File: src/rtl/core/hdbu_pkg.sv
// Shared types and constants of the half-duplex serial engine.
// No dependencies; front, back, top and testbench use it by scoped names.
package hdbu_pkg;

  // Receive FIFO geometry. One slot always stays free.
  localparam int FIFO_DEPTH = 32;
  localparam int PTR_W      = $clog2(FIFO_DEPTH);
  localparam int CNT_W      = PTR_W + 1;
  localparam int FILL_W     = 5;

  // Command queue between the front and the back.
  localparam int QUEUE_DEPTH = 2;
  localparam int QSEL_W      = $clog2(QUEUE_DEPTH);
  localparam int QCNT_W      = QSEL_W + 1;

  // Request codes as seen on the input channel.
  localparam logic [2:0] REQ_TICK   = 3'd0;
  localparam logic [2:0] REQ_LOAD   = 3'd1;
  localparam logic [2:0] REQ_POP    = 3'd2;
  localparam logic [2:0] REQ_RX_ON  = 3'd3;
  localparam logic [2:0] REQ_RX_OFF = 3'd4;

  // Bit-period phases of the transmitter and receiver.
  localparam logic [3:0] PH_START     = 4'd0;
  localparam logic [3:0] PH_FIRST     = 4'd1;
  localparam logic [3:0] PH_LAST_DATA = 4'd8;
  localparam logic [3:0] PH_STOP      = 4'd9;
  localparam logic [3:0] PH_EXTRA     = 4'd10;

  // Classified operation carried through the queue.
  typedef enum logic [2:0] {
    OP_NOP    = 3'd0,
    OP_TICK   = 3'd1,
    OP_LOAD   = 3'd2,
    OP_POP    = 3'd3,
    OP_RX_ON  = 3'd4,
    OP_RX_OFF = 3'd5
  } op_t;

  typedef struct packed {
    op_t        op;
    logic       line_in;
    logic [7:0] tx_byte;
    logic       tx_last;
  } cmd_t;

  // Result fields other than the popped byte.
  typedef struct packed {
    logic              line_out;
    logic              drive_enable;
    logic              tx_active;
    logic              rx_data_valid;
    logic [FILL_W-1:0] rx_fill;
    logic              rx_overflow;
  } status_t;

endpackage

File: src/rtl/core/hdbu_if.sv
// Handshake channels of the half-duplex serial engine: requests in, results out.
// Depends on nothing but plain logic types.
interface hdbu_in_if;
  logic       valid;
  logic       ready;
  logic [2:0] req_type;
  logic       line_in;
  logic [7:0] tx_byte;
  logic       tx_last;

  modport source (output valid, req_type, line_in, tx_byte, tx_last, input ready);
  modport sink   (input valid, req_type, line_in, tx_byte, tx_last, output ready);
endinterface

interface hdbu_out_if;
  logic       valid;
  logic       ready;
  logic       line_out;
  logic       drive_enable;
  logic       tx_active;
  logic [7:0] rx_data;
  logic       rx_data_valid;
  logic [4:0] rx_fill;
  logic       rx_overflow;

  modport source (output valid, line_out, drive_enable, tx_active, rx_data, rx_data_valid,
                  rx_fill, rx_overflow, input ready);
  modport sink   (input valid, line_out, drive_enable, tx_active, rx_data, rx_data_valid,
                  rx_fill, rx_overflow, output ready);
endinterface

File: src/rtl/core/half_duplex_bitbang_uart.sv
// Top level of the half-duplex serial engine: joins hdbu_front and hdbu_back, uses hdbu_pkg.
// An accepted request waits in the command queue until the result register is free, is then
// executed into it and offered from there. Throughput: one request per cycle while results
// are taken; a two-entry command queue lets the front keep accepting two more requests while
// the result register waits on a stalled consumer.
// Reset: synchronous, active low; wire idles high and driven, receiver off, FIFO empty.
module half_duplex_bitbang_uart (
  input logic       clk,
  input logic       rst_n,
  hdbu_in_if.sink   in_ch,
  hdbu_out_if.source out_ch
);

  logic              cmd_valid;
  hdbu_pkg::cmd_t    cmd;
  logic              cmd_take;
  hdbu_pkg::status_t res_status;

  // Request intake and classification.
  hdbu_front u_front (
    .clk         (clk),
    .rst_n       (rst_n),
    .in_valid    (in_ch.valid),
    .in_ready    (in_ch.ready),
    .in_req_type (in_ch.req_type),
    .in_line_in  (in_ch.line_in),
    .in_tx_byte  (in_ch.tx_byte),
    .in_tx_last  (in_ch.tx_last),
    .cmd_valid   (cmd_valid),
    .cmd         (cmd),
    .cmd_take    (cmd_take)
  );

  // Serial engine and result register; a FIFO byte is only delivered after being written.
  hdbu_back u_back (
    .clk        (clk),
    .rst_n      (rst_n),
    .cmd_valid  (cmd_valid),
    .cmd        (cmd),
    .cmd_take   (cmd_take),
    .res_valid  (out_ch.valid),
    .res_ready  (out_ch.ready),
    .res_status (res_status),
    .res_data   (out_ch.rx_data)
  );

  assign out_ch.line_out      = res_status.line_out;
  assign out_ch.drive_enable  = res_status.drive_enable;
  assign out_ch.tx_active     = res_status.tx_active;
  assign out_ch.rx_data_valid = res_status.rx_data_valid;
  assign out_ch.rx_fill       = res_status.rx_fill;
  assign out_ch.rx_overflow   = res_status.rx_overflow;

endmodule

File: src/rtl/core/hdbu_front.sv
// Front end: accepts requests, classifies them and holds them in a short queue.
// Depends on hdbu_pkg.
module hdbu_front (
  input  logic             clk,
  input  logic             rst_n,
  input  logic             in_valid,
  output logic             in_ready,
  input  logic [2:0]       in_req_type,
  input  logic             in_line_in,
  input  logic [7:0]       in_tx_byte,
  input  logic             in_tx_last,
  output logic             cmd_valid,
  output hdbu_pkg::cmd_t   cmd,
  input  logic             cmd_take
);

  hdbu_pkg::cmd_t                  queue_r [hdbu_pkg::QUEUE_DEPTH];
  logic [hdbu_pkg::QSEL_W-1:0]     wr_sel_r, wr_sel_nxt;
  logic [hdbu_pkg::QSEL_W-1:0]     rd_sel_r, rd_sel_nxt;
  logic [hdbu_pkg::QCNT_W-1:0]     count_r, count_nxt;
  logic                            push, pop;
  hdbu_pkg::op_t                   op;
  hdbu_pkg::cmd_t                  new_cmd;

  // Map request codes to operations; unused codes become no-ops.
  always_comb begin
    unique case (in_req_type)
      hdbu_pkg::REQ_TICK:   op = hdbu_pkg::OP_TICK;
      hdbu_pkg::REQ_LOAD:   op = hdbu_pkg::OP_LOAD;
      hdbu_pkg::REQ_POP:    op = hdbu_pkg::OP_POP;
      hdbu_pkg::REQ_RX_ON:  op = hdbu_pkg::OP_RX_ON;
      hdbu_pkg::REQ_RX_OFF: op = hdbu_pkg::OP_RX_OFF;
      default:              op = hdbu_pkg::OP_NOP;
    endcase
    new_cmd = '{op: op, line_in: in_line_in, tx_byte: in_tx_byte, tx_last: in_tx_last};
  end

  assign in_ready  = (count_r != hdbu_pkg::QCNT_W'(hdbu_pkg::QUEUE_DEPTH));
  assign push      = in_valid && in_ready;
  assign cmd_valid = (count_r != '0);
  assign pop       = cmd_take && cmd_valid;
  assign cmd       = queue_r[rd_sel_r];

  // Pointer and count updates with wrap at the queue depth.
  always_comb begin
    wr_sel_nxt = wr_sel_r;
    rd_sel_nxt = rd_sel_r;
    if (push) begin
      wr_sel_nxt = (wr_sel_r == hdbu_pkg::QSEL_W'(hdbu_pkg::QUEUE_DEPTH - 1)) ? '0
                                                                             : wr_sel_r + 1'b1;
    end
    if (pop) begin
      rd_sel_nxt = (rd_sel_r == hdbu_pkg::QSEL_W'(hdbu_pkg::QUEUE_DEPTH - 1)) ? '0
                                                                             : rd_sel_r + 1'b1;
    end
    count_nxt = count_r + hdbu_pkg::QCNT_W'(push) - hdbu_pkg::QCNT_W'(pop);
  end

  // Control registers.
  always_ff @(posedge clk) begin
    if (!rst_n) begin
      wr_sel_r <= '0;
      rd_sel_r <= '0;
      count_r  <= '0;
    end else begin
      wr_sel_r <= wr_sel_nxt;
      rd_sel_r <= rd_sel_nxt;
      count_r  <= count_nxt;
    end
  end

  // Queue storage needs no reset.
  always_ff @(posedge clk) begin
    if (push) begin
      queue_r[wr_sel_r] <= new_cmd;
    end
  end

endmodule

File: src/rtl/core/hdbu_back.sv
// Back end: transmitter, receiver, receive FIFO memory and the result register.
// Depends on hdbu_pkg.
module hdbu_back (
  input  logic                 clk,
  input  logic                 rst_n,
  input  logic                 cmd_valid,
  input  hdbu_pkg::cmd_t       cmd,
  output logic                 cmd_take,
  output logic                 res_valid,
  input  logic                 res_ready,
  output hdbu_pkg::status_t    res_status,
  output logic [7:0]           res_data
);

  logic [7:0]                  tx_shift_r, tx_shift_nxt;
  logic [3:0]                  tx_phase_r, tx_phase_nxt;
  logic                        tx_busy_r, tx_busy_nxt;
  logic                        tx_extra_r, tx_extra_nxt;
  logic [7:0]                  rx_shift_r, rx_shift_nxt;
  logic [3:0]                  rx_phase_r, rx_phase_nxt;
  logic                        rx_en_r, rx_en_nxt;
  logic [hdbu_pkg::PTR_W-1:0]  wr_ptr_r, wr_ptr_nxt;
  logic [hdbu_pkg::PTR_W-1:0]  rd_ptr_r, rd_ptr_nxt;
  logic                        ovf_r, ovf_nxt;
  logic                        drive_r, drive_nxt;
  logic                        level_r, level_nxt;
  logic                        out_valid_r;
  hdbu_pkg::status_t           status_r, status_nxt;
  logic [7:0]                  rd_data_r;
  logic [7:0]                  mem [hdbu_pkg::FIFO_DEPTH];
  logic                        mem_we;
  logic                        pop_ok;
  logic                        exec;
  logic [hdbu_pkg::PTR_W-1:0]  wr_ptr_inc, rd_ptr_inc;
  logic [hdbu_pkg::CNT_W-1:0]  fill;

  // Execute whenever a command waits and the result register can take its result.
  assign exec     = cmd_valid && (!out_valid_r || res_ready);
  assign cmd_take = exec;

  assign wr_ptr_inc = (wr_ptr_r == hdbu_pkg::PTR_W'(hdbu_pkg::FIFO_DEPTH - 1)) ? '0
                                                                             : wr_ptr_r + 1'b1;
  assign rd_ptr_inc = (rd_ptr_r == hdbu_pkg::PTR_W'(hdbu_pkg::FIFO_DEPTH - 1)) ? '0
                                                                             : rd_ptr_r + 1'b1;

  // State update for one command.
  always_comb begin
    tx_shift_nxt = tx_shift_r;
    tx_phase_nxt = tx_phase_r;
    tx_busy_nxt  = tx_busy_r;
    tx_extra_nxt = tx_extra_r;
    rx_shift_nxt = rx_shift_r;
    rx_phase_nxt = rx_phase_r;
    rx_en_nxt    = rx_en_r;
    wr_ptr_nxt   = wr_ptr_r;
    rd_ptr_nxt   = rd_ptr_r;
    ovf_nxt      = ovf_r;
    drive_nxt    = drive_r;
    level_nxt    = level_r;
    mem_we       = 1'b0;
    pop_ok       = 1'b0;
    unique case (cmd.op)
      hdbu_pkg::OP_TICK: begin
        // Transmitter: start bit, eight data bits, stop bit, optional idle bit.
        if (tx_busy_r) begin
          if (tx_phase_r == hdbu_pkg::PH_START) begin
            level_nxt    = 1'b0;
            tx_phase_nxt = hdbu_pkg::PH_FIRST;
          end else if (tx_phase_r <= hdbu_pkg::PH_LAST_DATA) begin
            level_nxt    = tx_shift_r[0];
            tx_shift_nxt = {1'b0, tx_shift_r[7:1]};
            tx_phase_nxt = tx_phase_r + 4'd1;
          end else if (tx_phase_r == hdbu_pkg::PH_STOP && tx_extra_r) begin
            level_nxt    = 1'b1;
            tx_phase_nxt = hdbu_pkg::PH_EXTRA;
          end else begin
            level_nxt    = 1'b1;
            tx_phase_nxt = hdbu_pkg::PH_START;
            tx_busy_nxt  = 1'b0;
            tx_extra_nxt = 1'b0;
          end
        end
        // Receiver: wait for a low start bit, shift LSB first, check stop bit.
        if (rx_en_r) begin
          if (rx_phase_r == hdbu_pkg::PH_START) begin
            if (!cmd.line_in) begin
              rx_phase_nxt = hdbu_pkg::PH_FIRST;
              rx_shift_nxt = '0;
            end
          end else if (rx_phase_r <= hdbu_pkg::PH_LAST_DATA) begin
            rx_shift_nxt = {cmd.line_in, rx_shift_r[7:1]};
            rx_phase_nxt = rx_phase_r + 4'd1;
          end else begin
            if (cmd.line_in) begin
              if (wr_ptr_inc != rd_ptr_r) begin
                mem_we     = 1'b1;
                wr_ptr_nxt = wr_ptr_inc;
              end else begin
                ovf_nxt = 1'b1;
              end
            end
            rx_phase_nxt = hdbu_pkg::PH_START;
          end
        end
      end
      hdbu_pkg::OP_LOAD: begin
        if (!tx_busy_r) begin
          tx_shift_nxt = cmd.tx_byte;
          tx_phase_nxt = hdbu_pkg::PH_START;
          tx_busy_nxt  = 1'b1;
          tx_extra_nxt = cmd.tx_last;
          drive_nxt    = 1'b1;
        end
      end
      hdbu_pkg::OP_POP: begin
        if (wr_ptr_r != rd_ptr_r) begin
          pop_ok     = 1'b1;
          rd_ptr_nxt = rd_ptr_inc;
        end
      end
      hdbu_pkg::OP_RX_ON: begin
        rx_en_nxt    = 1'b1;
        rx_phase_nxt = hdbu_pkg::PH_START;
        drive_nxt    = 1'b0;
      end
      hdbu_pkg::OP_RX_OFF: begin
        rx_en_nxt    = 1'b0;
        rx_phase_nxt = hdbu_pkg::PH_START;
        drive_nxt    = 1'b1;
      end
      default: begin
      end
    endcase
  end

  // Fill level after the update, write minus read modulo the depth.
  always_comb begin
    if (wr_ptr_nxt >= rd_ptr_nxt) begin
      fill = hdbu_pkg::CNT_W'(wr_ptr_nxt) - hdbu_pkg::CNT_W'(rd_ptr_nxt);
    end else begin
      fill = hdbu_pkg::CNT_W'(wr_ptr_nxt) + hdbu_pkg::CNT_W'(hdbu_pkg::FIFO_DEPTH)
             - hdbu_pkg::CNT_W'(rd_ptr_nxt);
    end
    status_nxt = '{line_out:      level_nxt,
                   drive_enable:  drive_nxt,
                   tx_active:     tx_busy_nxt,
                   rx_data_valid: pop_ok,
                   rx_fill:       hdbu_pkg::FILL_W'(fill),
                   rx_overflow:   ovf_nxt};
  end

  // Control state and engine registers.
  always_ff @(posedge clk) begin
    if (!rst_n) begin
      tx_shift_r  <= '0;
      tx_phase_r  <= hdbu_pkg::PH_START;
      tx_busy_r   <= 1'b0;
      tx_extra_r  <= 1'b0;
      rx_shift_r  <= '0;
      rx_phase_r  <= hdbu_pkg::PH_START;
      rx_en_r     <= 1'b0;
      wr_ptr_r    <= '0;
      rd_ptr_r    <= '0;
      ovf_r       <= 1'b0;
      drive_r     <= 1'b1;
      level_r     <= 1'b1;
      out_valid_r <= 1'b0;
    end else begin
      if (exec) begin
        tx_shift_r <= tx_shift_nxt;
        tx_phase_r <= tx_phase_nxt;
        tx_busy_r  <= tx_busy_nxt;
        tx_extra_r <= tx_extra_nxt;
        rx_shift_r <= rx_shift_nxt;
        rx_phase_r <= rx_phase_nxt;
        rx_en_r    <= rx_en_nxt;
        wr_ptr_r   <= wr_ptr_nxt;
        rd_ptr_r   <= rd_ptr_nxt;
        ovf_r      <= ovf_nxt;
        drive_r    <= drive_nxt;
        level_r    <= level_nxt;
      end
      if (exec) begin
        out_valid_r <= 1'b1;
      end else if (res_ready) begin
        out_valid_r <= 1'b0;
      end
    end
  end

  // Result payload and FIFO memory; the read port is registered with the result.
  always_ff @(posedge clk) begin
    if (exec) begin
      status_r  <= status_nxt;
      rd_data_r <= mem[rd_ptr_r];
    end
    if (exec && mem_we) begin
      mem[wr_ptr_r] <= rx_shift_r;
    end
  end

  assign res_valid  = out_valid_r;
  assign res_status = status_r;
  assign res_data   = status_r.rx_data_valid ? rd_data_r : 8'd0;

endmodule

File: src/flat_wrapper.sv
// flat-port wrapper written by rule: the top's interface ports become plain ports
module half_duplex_bitbang_uart_flat 
  (clk, rst_n, in_ch_valid, in_ch_req_type, in_ch_line_in, in_ch_tx_byte, in_ch_tx_last, in_ch_ready, out_ch_valid, out_ch_line_out, out_ch_drive_enable, out_ch_tx_active, out_ch_rx_data, out_ch_rx_data_valid, out_ch_rx_fill, out_ch_rx_overflow, out_ch_ready);
  hdbu_in_if in_ch_i ();
  hdbu_out_if out_ch_i ();
  input logic clk;
  input logic rst_n;
  input wire logic [$bits(in_ch_i.valid)-1:0] in_ch_valid;
  input wire logic [$bits(in_ch_i.req_type)-1:0] in_ch_req_type;
  input wire logic [$bits(in_ch_i.line_in)-1:0] in_ch_line_in;
  input wire logic [$bits(in_ch_i.tx_byte)-1:0] in_ch_tx_byte;
  input wire logic [$bits(in_ch_i.tx_last)-1:0] in_ch_tx_last;
  output wire logic [$bits(in_ch_i.ready)-1:0] in_ch_ready;
  output wire logic [$bits(out_ch_i.valid)-1:0] out_ch_valid;
  output wire logic [$bits(out_ch_i.line_out)-1:0] out_ch_line_out;
  output wire logic [$bits(out_ch_i.drive_enable)-1:0] out_ch_drive_enable;
  output wire logic [$bits(out_ch_i.tx_active)-1:0] out_ch_tx_active;
  output wire logic [$bits(out_ch_i.rx_data)-1:0] out_ch_rx_data;
  output wire logic [$bits(out_ch_i.rx_data_valid)-1:0] out_ch_rx_data_valid;
  output wire logic [$bits(out_ch_i.rx_fill)-1:0] out_ch_rx_fill;
  output wire logic [$bits(out_ch_i.rx_overflow)-1:0] out_ch_rx_overflow;
  input wire logic [$bits(out_ch_i.ready)-1:0] out_ch_ready;
  assign in_ch_i.valid = in_ch_valid;
  assign in_ch_i.req_type = in_ch_req_type;
  assign in_ch_i.line_in = in_ch_line_in;
  assign in_ch_i.tx_byte = in_ch_tx_byte;
  assign in_ch_i.tx_last = in_ch_tx_last;
  assign in_ch_ready = in_ch_i.ready;
  assign out_ch_valid = out_ch_i.valid;
  assign out_ch_line_out = out_ch_i.line_out;
  assign out_ch_drive_enable = out_ch_i.drive_enable;
  assign out_ch_tx_active = out_ch_i.tx_active;
  assign out_ch_rx_data = out_ch_i.rx_data;
  assign out_ch_rx_data_valid = out_ch_i.rx_data_valid;
  assign out_ch_rx_fill = out_ch_i.rx_fill;
  assign out_ch_rx_overflow = out_ch_i.rx_overflow;
  assign out_ch_i.ready = out_ch_ready;
  half_duplex_bitbang_uart u_core (.clk(clk), .rst_n(rst_n), .in_ch(in_ch_i), .out_ch(out_ch_i));
endmodule
File: config.mk
export PLATFORM = sky130hd
export DESIGN_NAME = half_duplex_bitbang_uart_flat
export DESIGN_NICKNAME = d
export VERILOG_FILES = /design/src/rtl/core/hdbu_pkg.sv /design/src/rtl/core/hdbu_if.sv /design/src/rtl/core/half_duplex_bitbang_uart.sv /design/src/rtl/core/hdbu_front.sv /design/src/rtl/core/hdbu_back.sv /design/src/flat_wrapper.sv
export SDC_FILE = /design/constraint.sdc
export NUM_CORES = 1
export LEC_CHECK = 0
export BUFFER_PORTS_ARGS = -buffer_cell sky130_fd_sc_hd__buf_2
export CAP_MARGIN = 30
export CORE_MARGIN = 2
export CORE_UTILIZATION = 62
export CTS_CLUSTER_SIZE = 25
export DETAILED_ROUTE_END_ITERATION = 16
export GPL_ROUTABILITY_DRIVEN = 1
export HOLD_SLACK_MARGIN = 0.03
export PLACE_DENSITY = 0.78
export SETUP_SLACK_MARGIN = 0.02
export SLEW_MARGIN = 20
export SYNTH_ARGS = -nofsm -noshare
export SYNTH_HDL_FRONTEND = slang
export SYNTH_HIERARCHICAL = 1
export SYNTH_SLANG_ARGS = --single-unit
File: constraint.sdc
create_clock -name clk -period 4.7 [get_ports clk]
set_input_delay 0.235 -clock clk [delete_from_list [all_inputs] [get_ports clk]]
set_output_delay 0.235 -clock clk [all_outputs]
set_load 0.005 [all_outputs]
==> results of run 1 <==
[metal layers]
layer | global-route usage, % | share of wire, % | up-vias
met5 | 0 | 0 | -
met3 | 4.98 | 7.5 | 55
met4 | 8.05 | 2.5 | 0
li1 | - | - | 3544
met2 | 43.9 | 51 | 392
met1 | 34.6 | 39 | 4181
[cell usage after synthesis, drive strengths merged, types with 6 or more instances]
library cell	n	area share, %
a211oi	6	0.40
a21oi	37	1.3
a311oi	8	0.57
and2	18	0.77
and4	32	1.9
buf	16	0.79
clkbuf	24	0.62
dfxtp	46	6.3
edfxtp	300	62
ha	18	1.5
inv	13	0.34
mux2	17	1.3
mux2i	11	0.76
mux4	80	12
nand2	71	1.8
nand2b	9	0.39
nand3	18	0.62
nor2	39	1.0
nor3	8	0.27
nor3b	6	0.39
o21ai	14	0.51
xnor2	9	0.59
xor2	7	0.42
[registers in the layout (all words and copies together), names as in the netlist, 2 cells and up, named ones only]
| register | cells |
|---|---|
| u_core/u_back/rx_shift_r | 8 |
| u_core/u_back/mem | 256 |
| u_core/u_front/queue_r | 26 |
| u_core/u_back/tx_phase_r | 4 |
| u_core/u_back/tx_shift_r | 8 |
| u_core/u_back/rd_data_r | 8 |
| u_core/u_back/wr_ptr_r | 5 |
| u_core/u_back/rx_phase_r | 4 |
| u_core/u_back/res_status | 10 |
| u_core/u_back/rd_ptr_r | 5 |
| u_core/u_front/count_r | 2 |
[cells by family after synthesis]
| kind of cell | share of synthesized area [%] |
|---|---|
| DFF | 68.2 |
| and+or+nand+nor | 8.50 |
| muxes | 14.4 |
| AOI/OAI and AO/OA | 4.33 |
| buffers and inverters | 1.77 |
| adders and majority gates | 1.75 |
| xor gates and xnor gates | 1.01 |
[critical path, cell delays in order (launching register included)]
cell and delay (ps):
dfxtp_1 530, ha_1 360, and3_1 200, ha_1 270
nor2_1 120, xor2_1 180, nor4b_2 560, and2_1 300
nor2_1 110, mux2i_1 180, ha_1 170, inv_1 60
fa_1 410, a21o_1 180, a21oi_1 170, xor2_1 190
xnor2_1 90
[cell type report]
type	instances	area (µm²)	area share [%]
tap	319	399	2.44
multi-input combinational	460	4380	26.8
timing repair buffer	61	440	2.69
antenna	1	2.50	0.0153
inverter	14	52.6	0.321
clock buffer	41	908	5.55
clock inverter	23	255	1.56
sequential	346	9940	60.7
[report_power, final]
part | internal [W] | switching, W | leakage [nW] | total [W]
logic | 0.000227 | 0.000394 | 1.64 | 0.000621
registers | 0.00344 | 0.0000806 | 3.45 | 0.00352
clock network | 0.00163 | 0.00116 | 0.560 | 0.00278
total | 0.00530 | 0.00163 | 5.65 | 0.00693
[metrics by stage]
stage,power (W),setup slack (ps)
final,0.00693,384
after global routing,0.00716,127
after CTS,0.00696,458
after detailed placement,0.00419,486
after global placement,0.00415,641
after floorplan,0.00399,1030
[worst paths after layout]
check | start | slack (ps) | end
max | u_core/u_back/wr_ptr_r[0] | 380 | u_core/u_back/res_status[5]
min | rst_n | 50 | u_core/u_back/level_r
max reg2reg | u_core/u_back/wr_ptr_r[0] | 380 | u_core/u_back/res_status[5]
min reg2reg | u_core/u_back/ovf_r | 480 | u_core/u_back/ovf_r
==> impl_metrics.env, run 1 <==
export IMPL_post_route_period_util_pct=91.8
export IMPL_p_leak_nw=5.65
export IMPL_portBuffers=36
export IMPL_rsz0062_at_grt="false"
export IMPL_status="finished, final reports clean"
export IMPL_ys_flop_type="edfxtp_1"
export IMPL_post_cts_buffers=0
export IMPL_grt_usage_pct=26.0
export IMPL_drive_gt1_share_pct=23.3
export IMPL_finalInstanceArea_um2=16400
export IMPL_min_path_type="in2reg"
export IMPL_setup_tns_ps=0
export IMPL_ys_async_sr_fraction_pct=0
export IMPL_rr_worst_depth=16
export IMPL_post_drt_via_cell_ratio=6.46
export IMPL_syn2layout_area_growth_pct=12.5
export IMPL_crit_required_ps=4970
export IMPL_clock_latency_ps=540
export IMPL_num_rows=56
export IMPL_hpwl_um=19000
export IMPL_final_common_cell="edfxtp_1"
export IMPL_setup_viol=0
export IMPL_slew_violations=0
export IMPL_cts_buffers=35
export IMPL_crit_path_max_fanout=9
export IMPL_peakVddDrop_mv=0.411
export IMPL_synth_distinct_cells=68
export IMPL_synth_edf_count=300
export IMPL_path_class="reg2reg"
export IMPL_startpoint_type="flip-flop"
export IMPL_gp_congestion=0.829
export IMPL_start_util_pct=62.6
export IMPL_holdWs_ps=53.2
export IMPL_nFillCells=1430
export IMPL_dr_pass1_iters=5
export IMPL_seq_area_frac_synth_pct=68.2
export IMPL_drv_cap=0
export IMPL_postSynthCellCount=860
export IMPL_cts_resized=0
export IMPL_grt_pass1_wl_um=47300
export IMPL_relSlewSlack_pct=40.8
export IMPL_drc=0
export IMPL_power_density_nw_per_um2=423
export IMPL_cts_tree="yes"
export IMPL_dieArea_um2=24700
export IMPL_dpl_instance_area_um2=15100
export IMPL_grt_start_max_net_pins=48
export IMPL_clk_pin_slew_ps=60
export IMPL_skew_ps=26.9
export IMPL_synth_area_um2=14600
export IMPL_fin_cells=1265
export IMPL_die_w_um=157
export IMPL_antenna_found_initial=1
export IMPL_clock_root_buffer="clkbuf_16"
export IMPL_whs_path_depth=2
export IMPL_yosysWarningCount=6
export IMPL_wirelength_um=30900
export IMPL_arrival_ps=4590
export IMPL_ys_ff_latch=346
export IMPL_syn_avg_cell_area_um2=16.9
export IMPL_die_h_um=157
export IMPL_hold_viol=0
export IMPL_grt_pass1_vias=8086
export IMPL_drt_iter0_drc=870
export IMPL_cts_sink_count=346
export IMPL_detail_route_antenna_nets=0
export IMPL_clock_fmax_mhz=232
export IMPL_routedWlPerCell_um=24.4
export IMPL_vias=8172
export IMPL_ios=37
export IMPL_cts_htree_levels=2
export IMPL_hold_buffers=11
export IMPL_worstMarginPinSlew_ps=889
export IMPL_num_nets_final=954
export IMPL_mostFrequentLayoutCells="300 x edfxtp_1, 80 x mux4_2, 70 x nand2_1"
export IMPL_final_util_pct=70.4
export IMPL_core_um2=23300
export IMPL_clock_path_buffers=3
export IMPL_cp_end_kind="flip-flop"
export IMPL_syn_nets=896
export IMPL_grt_overflow=0
export IMPL_finalCriticalPeriod_ps=4320
export IMPL_dp_cells=1189
(Power assumes the default switching activity.)
==> inputs of run 2 (changes only) <==
--- a/config.mk
+++ b/config.mk
@@ -7,12 +7,13 @@
 export LEC_CHECK = 0
 export BUFFER_PORTS_ARGS = -buffer_cell sky130_fd_sc_hd__buf_2
 export CAP_MARGIN = 30
+export CORE_ASPECT_RATIO = 0.6
 export CORE_MARGIN = 2
 export CORE_UTILIZATION = 62
 export CTS_CLUSTER_SIZE = 25
 export DETAILED_ROUTE_END_ITERATION = 16
 export GPL_ROUTABILITY_DRIVEN = 1
-export HOLD_SLACK_MARGIN = 0.03
+export HOLD_SLACK_MARGIN = 0.02
 export PLACE_DENSITY = 0.78
 export SETUP_SLACK_MARGIN = 0.02
 export SLEW_MARGIN = 20
==> impl_metrics.env, run 2 (synthesis results as in run 1) <==
export IMPL_status="finished, final reports clean"
export IMPL_power_density_nw_per_um2=418
export IMPL_cp_top_family="adder cells"
export IMPL_wirelength_um=32700
export IMPL_p_leak_nw=5.59
export IMPL_peakVddDrop_mv=0.347
export IMPL_num_rows=43
export IMPL_slew_violations=0
export IMPL_post_route_period_util_pct=89.8
export IMPL_clk_pin_slew_ps=60
export IMPL_cts_tree="yes"
export IMPL_rsz0062_at_grt="false"
export IMPL_cts_sink_count=346
export IMPL_drt_iter0_drc=843
export IMPL_finalCriticalPeriod_ps=4220
export IMPL_drc=0
export IMPL_antenna_cells=0
export IMPL_cts_buffers=30
export IMPL_dr_pass1_iters=5
export IMPL_core_um2=23100
export IMPL_slowest_stage="dfxtp_1"
export IMPL_startpoint_type="flip-flop"
export IMPL_skew_ps=16.4
export IMPL_cts_htree_levels=1
export IMPL_gp_congestion=0.873
export IMPL_start_util_pct=63.1
export IMPL_setup_viol=0
export IMPL_slowest_delay_ps=520
export IMPL_drive_gt1_share_pct=22.5
export IMPL_switching_share_pct=23.3
export IMPL_clock_path_buffers=3
export IMPL_cts_resized=0
export IMPL_antenna_found_initial=1
export IMPL_hpwl_um=21100
export IMPL_hold_viol=0
export IMPL_min_path_type="in2reg"
export IMPL_setup_tns_ps=0
export IMPL_holdWs_ps=63.8
export IMPL_p_seq_share_pct=51.8
export IMPL_syn2layout_area_growth_pct=11.5
export IMPL_dieArea_um2=24800
export IMPL_cpMostUsedCell="ha_1"
export IMPL_clock_latency_ps=560
export IMPL_worstMarginPinSlew_ps=902
export IMPL_internal_power_w=0.00520
export IMPL_grt_usage_pct=27.1
export IMPL_top_register="u_core/u_back/mem"
export IMPL_post_drt_via_cell_ratio=6.53
export IMPL_clock_root_buffer="clkbuf_16"
export IMPL_p_total_w=0.00679
export IMPL_grt_overflow=0
export IMPL_ios=37
export IMPL_die_h_um=123
export IMPL_crit_required_ps=5010
export IMPL_power_share_clock_pct=38.1
export IMPL_mostFrequentLayoutCells="300 x edfxtp_1, 80 x mux4_2, 70 x nand2_1"
export IMPL_vias=8175
export IMPL_switchingPower_w=0.00158
export IMPL_path_cells="ha_1 -> and3_1 -> ha_1 -> nor2_1 -> xor2_1 -> nor4b_2 -> and2_1 -> nor2_1 -> mux2i_1 -> ha_1 -> inv_1 -> fa_1 -> a21o_1 -> a21oi_1 -> xor2_1 -> xnor2_1"
export IMPL_detail_route_antenna_nets=0
export IMPL_path_class="reg2reg"
export IMPL_die_w_um=202
export IMPL_path_buf_inv=1
export IMPL_clock_fmax_mhz=237
export IMPL_grt_pass1_wl_um=48800
export IMPL_crit_path_max_fanout=9
export IMPL_num_nets_final=949
export IMPL_drv_cap=0
export IMPL_grt_start_max_net_pins=58
export IMPL_arrival_ps=4530
export IMPL_comb_power_share_pct=10.0
export IMPL_grt_pass1_vias=7811
export IMPL_portBuffers=36
export IMPL_largest_reg_flops=256
export IMPL_final_common_cell="edfxtp_1"
export IMPL_relSlewSlack_pct=39.8
export IMPL_routedWlPerCell_um=26.1
export IMPL_cp_end_kind="flip-flop"
==> run 2: cell count changes in the layout (fill, tap and decap cells not counted), sizes merged <==
cell	before	now
diode	1	0
bufinv	4	6
clkinv	16	13
clkbuf	41	38
buf	50	48
clkinvlp	3	0
inv	14	13
dlygate4sd3	11	13
==> run 2: layer usage <==
layer  vias up  GRT usage [%]  wire length [µm]
li1       3519              -                 -
met2       417           40.0             14400
met5         -              0                 0
met4         0           3.81               371
met1      4206           41.9             14100
met3        33           7.46              3830
==> run 2: stage by stage <==
step / utilization, % / instance area, µm² / worst slack, ps / std cells
global placement: 64.9 / 15000 / 587 / 1178
global route: 70.4 / 16200 / 247 / 1252
floorplan: - / 14600 / 1030 / 860
detailed placement: 65.2 / 15000 / 380 / 1181
finish: 70.4 / 16200 / 480 / 1252
CTS: 70.2 / 16200 / 348 / 1250
==> run 2: final timing paths <==
path / start / end / slack, ps / cells past startpoint
max reg2reg: u_core/u_back/wr_ptr_r[0] / u_core/u_back/res_status[5] / 480 / 16
max: u_core/u_back/wr_ptr_r[0] / u_core/u_back/res_status[5] / 480 / 16
min reg2reg: u_core/u_back/level_r / u_core/u_back/level_r / 480 / 2
min: in_ch_req_type[0] / u_core/u_front/queue_r[0][10] / 60 / 2
==> run 2: timing repair <==
item	CTS	global route
hold endpoints to repair	24	0
setup endpoints to repair	0	0
buffers inserted	0	0
hold buffers	13	0
==> run 2: area by class of cell <==
class	instances	area, µm²
Timing Repair Buffer	61	447
Fill cell	1438	6840
Clock inverter	18	230
Sequential cell	346	9940
Multi-Input combinational cell	460	4370
Clock buffer	38	802
Tap cell	315	394
Inverter	14	52.6
==> run 2: power groups by stage <==
stage	combinational, W	sequential [W]	clock, W
2_1_floorplan	0.000431	0.00356	0
3_3_place_gp	0.000611	0.00357	0
3_5_place_dp	0.000648	0.00358	0
4_1_cts	0.000663	0.00352	0.00262
5_1_grt	0.000730	0.00353	0.00274
6_report	0.000680	0.00352	0.00259
==> inputs of run 3 (changes only) <==
--- a/config.mk
+++ b/config.mk
@@ -15,6 +15,7 @@
 export GPL_ROUTABILITY_DRIVEN = 1
 export HOLD_SLACK_MARGIN = 0.02
 export PLACE_DENSITY = 0.78
+export REMOVE_ABC_BUFFERS = 1
 export SETUP_SLACK_MARGIN = 0.02
 export SLEW_MARGIN = 20
 export SYNTH_ARGS = -nofsm -noshare
==> impl_metrics.env, run 3 (synthesis results as in run 1) <==
export IMPL_status="finished, final reports clean"
export IMPL_gp_congestion=0.879
export IMPL_crit_path_max_fanout=9
export IMPL_slew_violations=0
export IMPL_path_cells="ha_1 -> and3_1 -> ha_1 -> nor2_1 -> xor2_1 -> nor4b_2 -> and2_1 -> nor2_1 -> mux2i_1 -> ha_1 -> inv_1 -> fa_1 -> a21o_1 -> a21oi_1 -> xor2_1 -> xnor2_1"
export IMPL_whs_path_depth=2
export IMPL_die_h_um=123
export IMPL_finalInstanceArea_um2=16200
export IMPL_cts_sink_count=346
export IMPL_ios=37
export IMPL_worstMarginPinSlew_ps=938
export IMPL_rsz0062_at_grt="false"
export IMPL_power_density_nw_per_um2=404
export IMPL_detail_route_antenna_nets=0
export IMPL_core_um2=23100
export IMPL_start_util_pct=63.1
export IMPL_drive_gt1_share_pct=22.4
export IMPL_hold_end="u_core/u_back/level_r"
export IMPL_vias=8276
export IMPL_drt_iter0_drc=864
export IMPL_clock_root_buffer="clkbuf_16"
export IMPL_path_buf_inv=1
export IMPL_final_common_cell="edfxtp_1"
export IMPL_antenna_found_initial=0
export IMPL_grt_usage_pct=26.7
export IMPL_dieArea_um2=24800
export IMPL_hold_viol=0
export IMPL_drv_cap=0
export IMPL_arrival_ps=4560
export IMPL_mostFrequentLayoutCells="300 x edfxtp_1, 80 x mux4_2, 70 x nand2_1"
export IMPL_cp_end_kind="flip-flop"
export IMPL_p_leak_nw=5.57
export IMPL_dpl_instance_area_um2=15100
export IMPL_wirelength_um=32100
export IMPL_path_class="reg2reg"
export IMPL_slowest_stage="dfxtp_1"
export IMPL_rr_worst_depth=16
export IMPL_post_cts_buffers=0
export IMPL_finalCriticalPeriod_ps=4260
export IMPL_cp_top_family="adder cells"
export IMPL_clock_latency_ps=560
export IMPL_num_nets_final=955
export IMPL_grt_overflow=0
export IMPL_post_route_period_util_pct=90.6
export IMPL_portBuffers=36
export IMPL_num_rows=43
export IMPL_clock_fmax_mhz=235
export IMPL_skew_ps=18.3
export IMPL_r2r_start="u_core/u_back/wr_ptr_r[0]"
export IMPL_dr_pass1_iters=5
export IMPL_grt_start_max_net_pins=56
export IMPL_post_drt_via_cell_ratio=6.58
export IMPL_setup_viol=0
export IMPL_cpMostUsedCell="ha_1"
export IMPL_timing_rr_end="u_core/u_back/res_status[5]"
export IMPL_hold_buffers=13
export IMPL_holdWs_ps=56.4
export IMPL_slowest_delay_ps=530
export IMPL_cts_resized=0
export IMPL_min_path_type="in2reg"
export IMPL_routedWlPerCell_um=25.5
export IMPL_largest_reg_flops=256
export IMPL_startpoint_type="flip-flop"
export IMPL_top_register="u_core/u_back/mem"
export IMPL_grt_pass1_wl_um=48400
export IMPL_hpwl_um=21600
export IMPL_holdCritStartpoint="rst_n"
export IMPL_drc=0
export IMPL_crit_required_ps=5000
export IMPL_grt_pass1_vias=7913
export IMPL_cts_buffers=30
export IMPL_ff2ff_setup_slack_ps=440
export IMPL_cts_tree="yes"
export IMPL_peakVddDrop_mv=0.290
export IMPL_antenna_cells=0
export IMPL_relSlewSlack_pct=37.5
export IMPL_clock_path_buffers=3
export IMPL_clk_pin_slew_ps=70
export IMPL_syn2layout_area_growth_pct=11.4
export IMPL_die_w_um=202
export IMPL_cts_htree_levels=1
==> run 3: how the worst max path moves through the flow <==
stage	startpoint	end	depth (start not counted)
2_1_floorplan	u_core/u_back/rd_ptr_r[0]	u_core/u_back/res_status[5]	12
3_3_place_gp	u_core/u_back/wr_ptr_r[0]	u_core/u_back/res_status[5]	16
3_5_place_dp	u_core/u_back/wr_ptr_r[0]	u_core/u_back/res_status[5]	16
4_1_cts	u_core/u_back/wr_ptr_r[0]	u_core/u_back/res_status[5]	16
5_1_grt	u_core/u_back/wr_ptr_r[0]	u_core/u_back/res_status[5]	16
6_report	u_core/u_back/wr_ptr_r[0]	u_core/u_back/res_status[5]	16
==> run 3: per-layer routing <==
metal  global-route usage, %  vias up  wire (µm)
li1                        -     3537          -
met1                    42.5     4204      14000
met2                    38.1      483      13700
met3                    6.35       52       3890
met4                    5.56        0        535
met5                       0        -          0
==> run 3: area by class of cell <==
cell class	count	area, µm²
Inverter	14	52.6
Sequential cell	346	9930
Clock buffer	37	777
Multi-Input combinational cell	460	4370
Tap cell	315	394
Clock inverter	18	174
Timing Repair Buffer	67	515
Fill cell	1409	6860
==> run 3: metrics by stage <==
stage	setup WS [ps]	setup TNS, ps	utilization, %	std cells	power (W)
finish	444	0	70.3	1257	0.00656
global route	168	0	70.3	1257	0.00677
CTS	491	0	70.2	1256	0.00658
detailed placement	485	0	65.6	1188	0.00421
global placement	638	0	65.1	1182	0.00417
floorplan	-760	-1830	-	820	0.00397
==> run 3: power breakdown <==
group	internal [W]	switching, W
Combinational	0.000230	0.000423
Clock	0.00134	0.00106
Sequential	0.00344	0.0000720
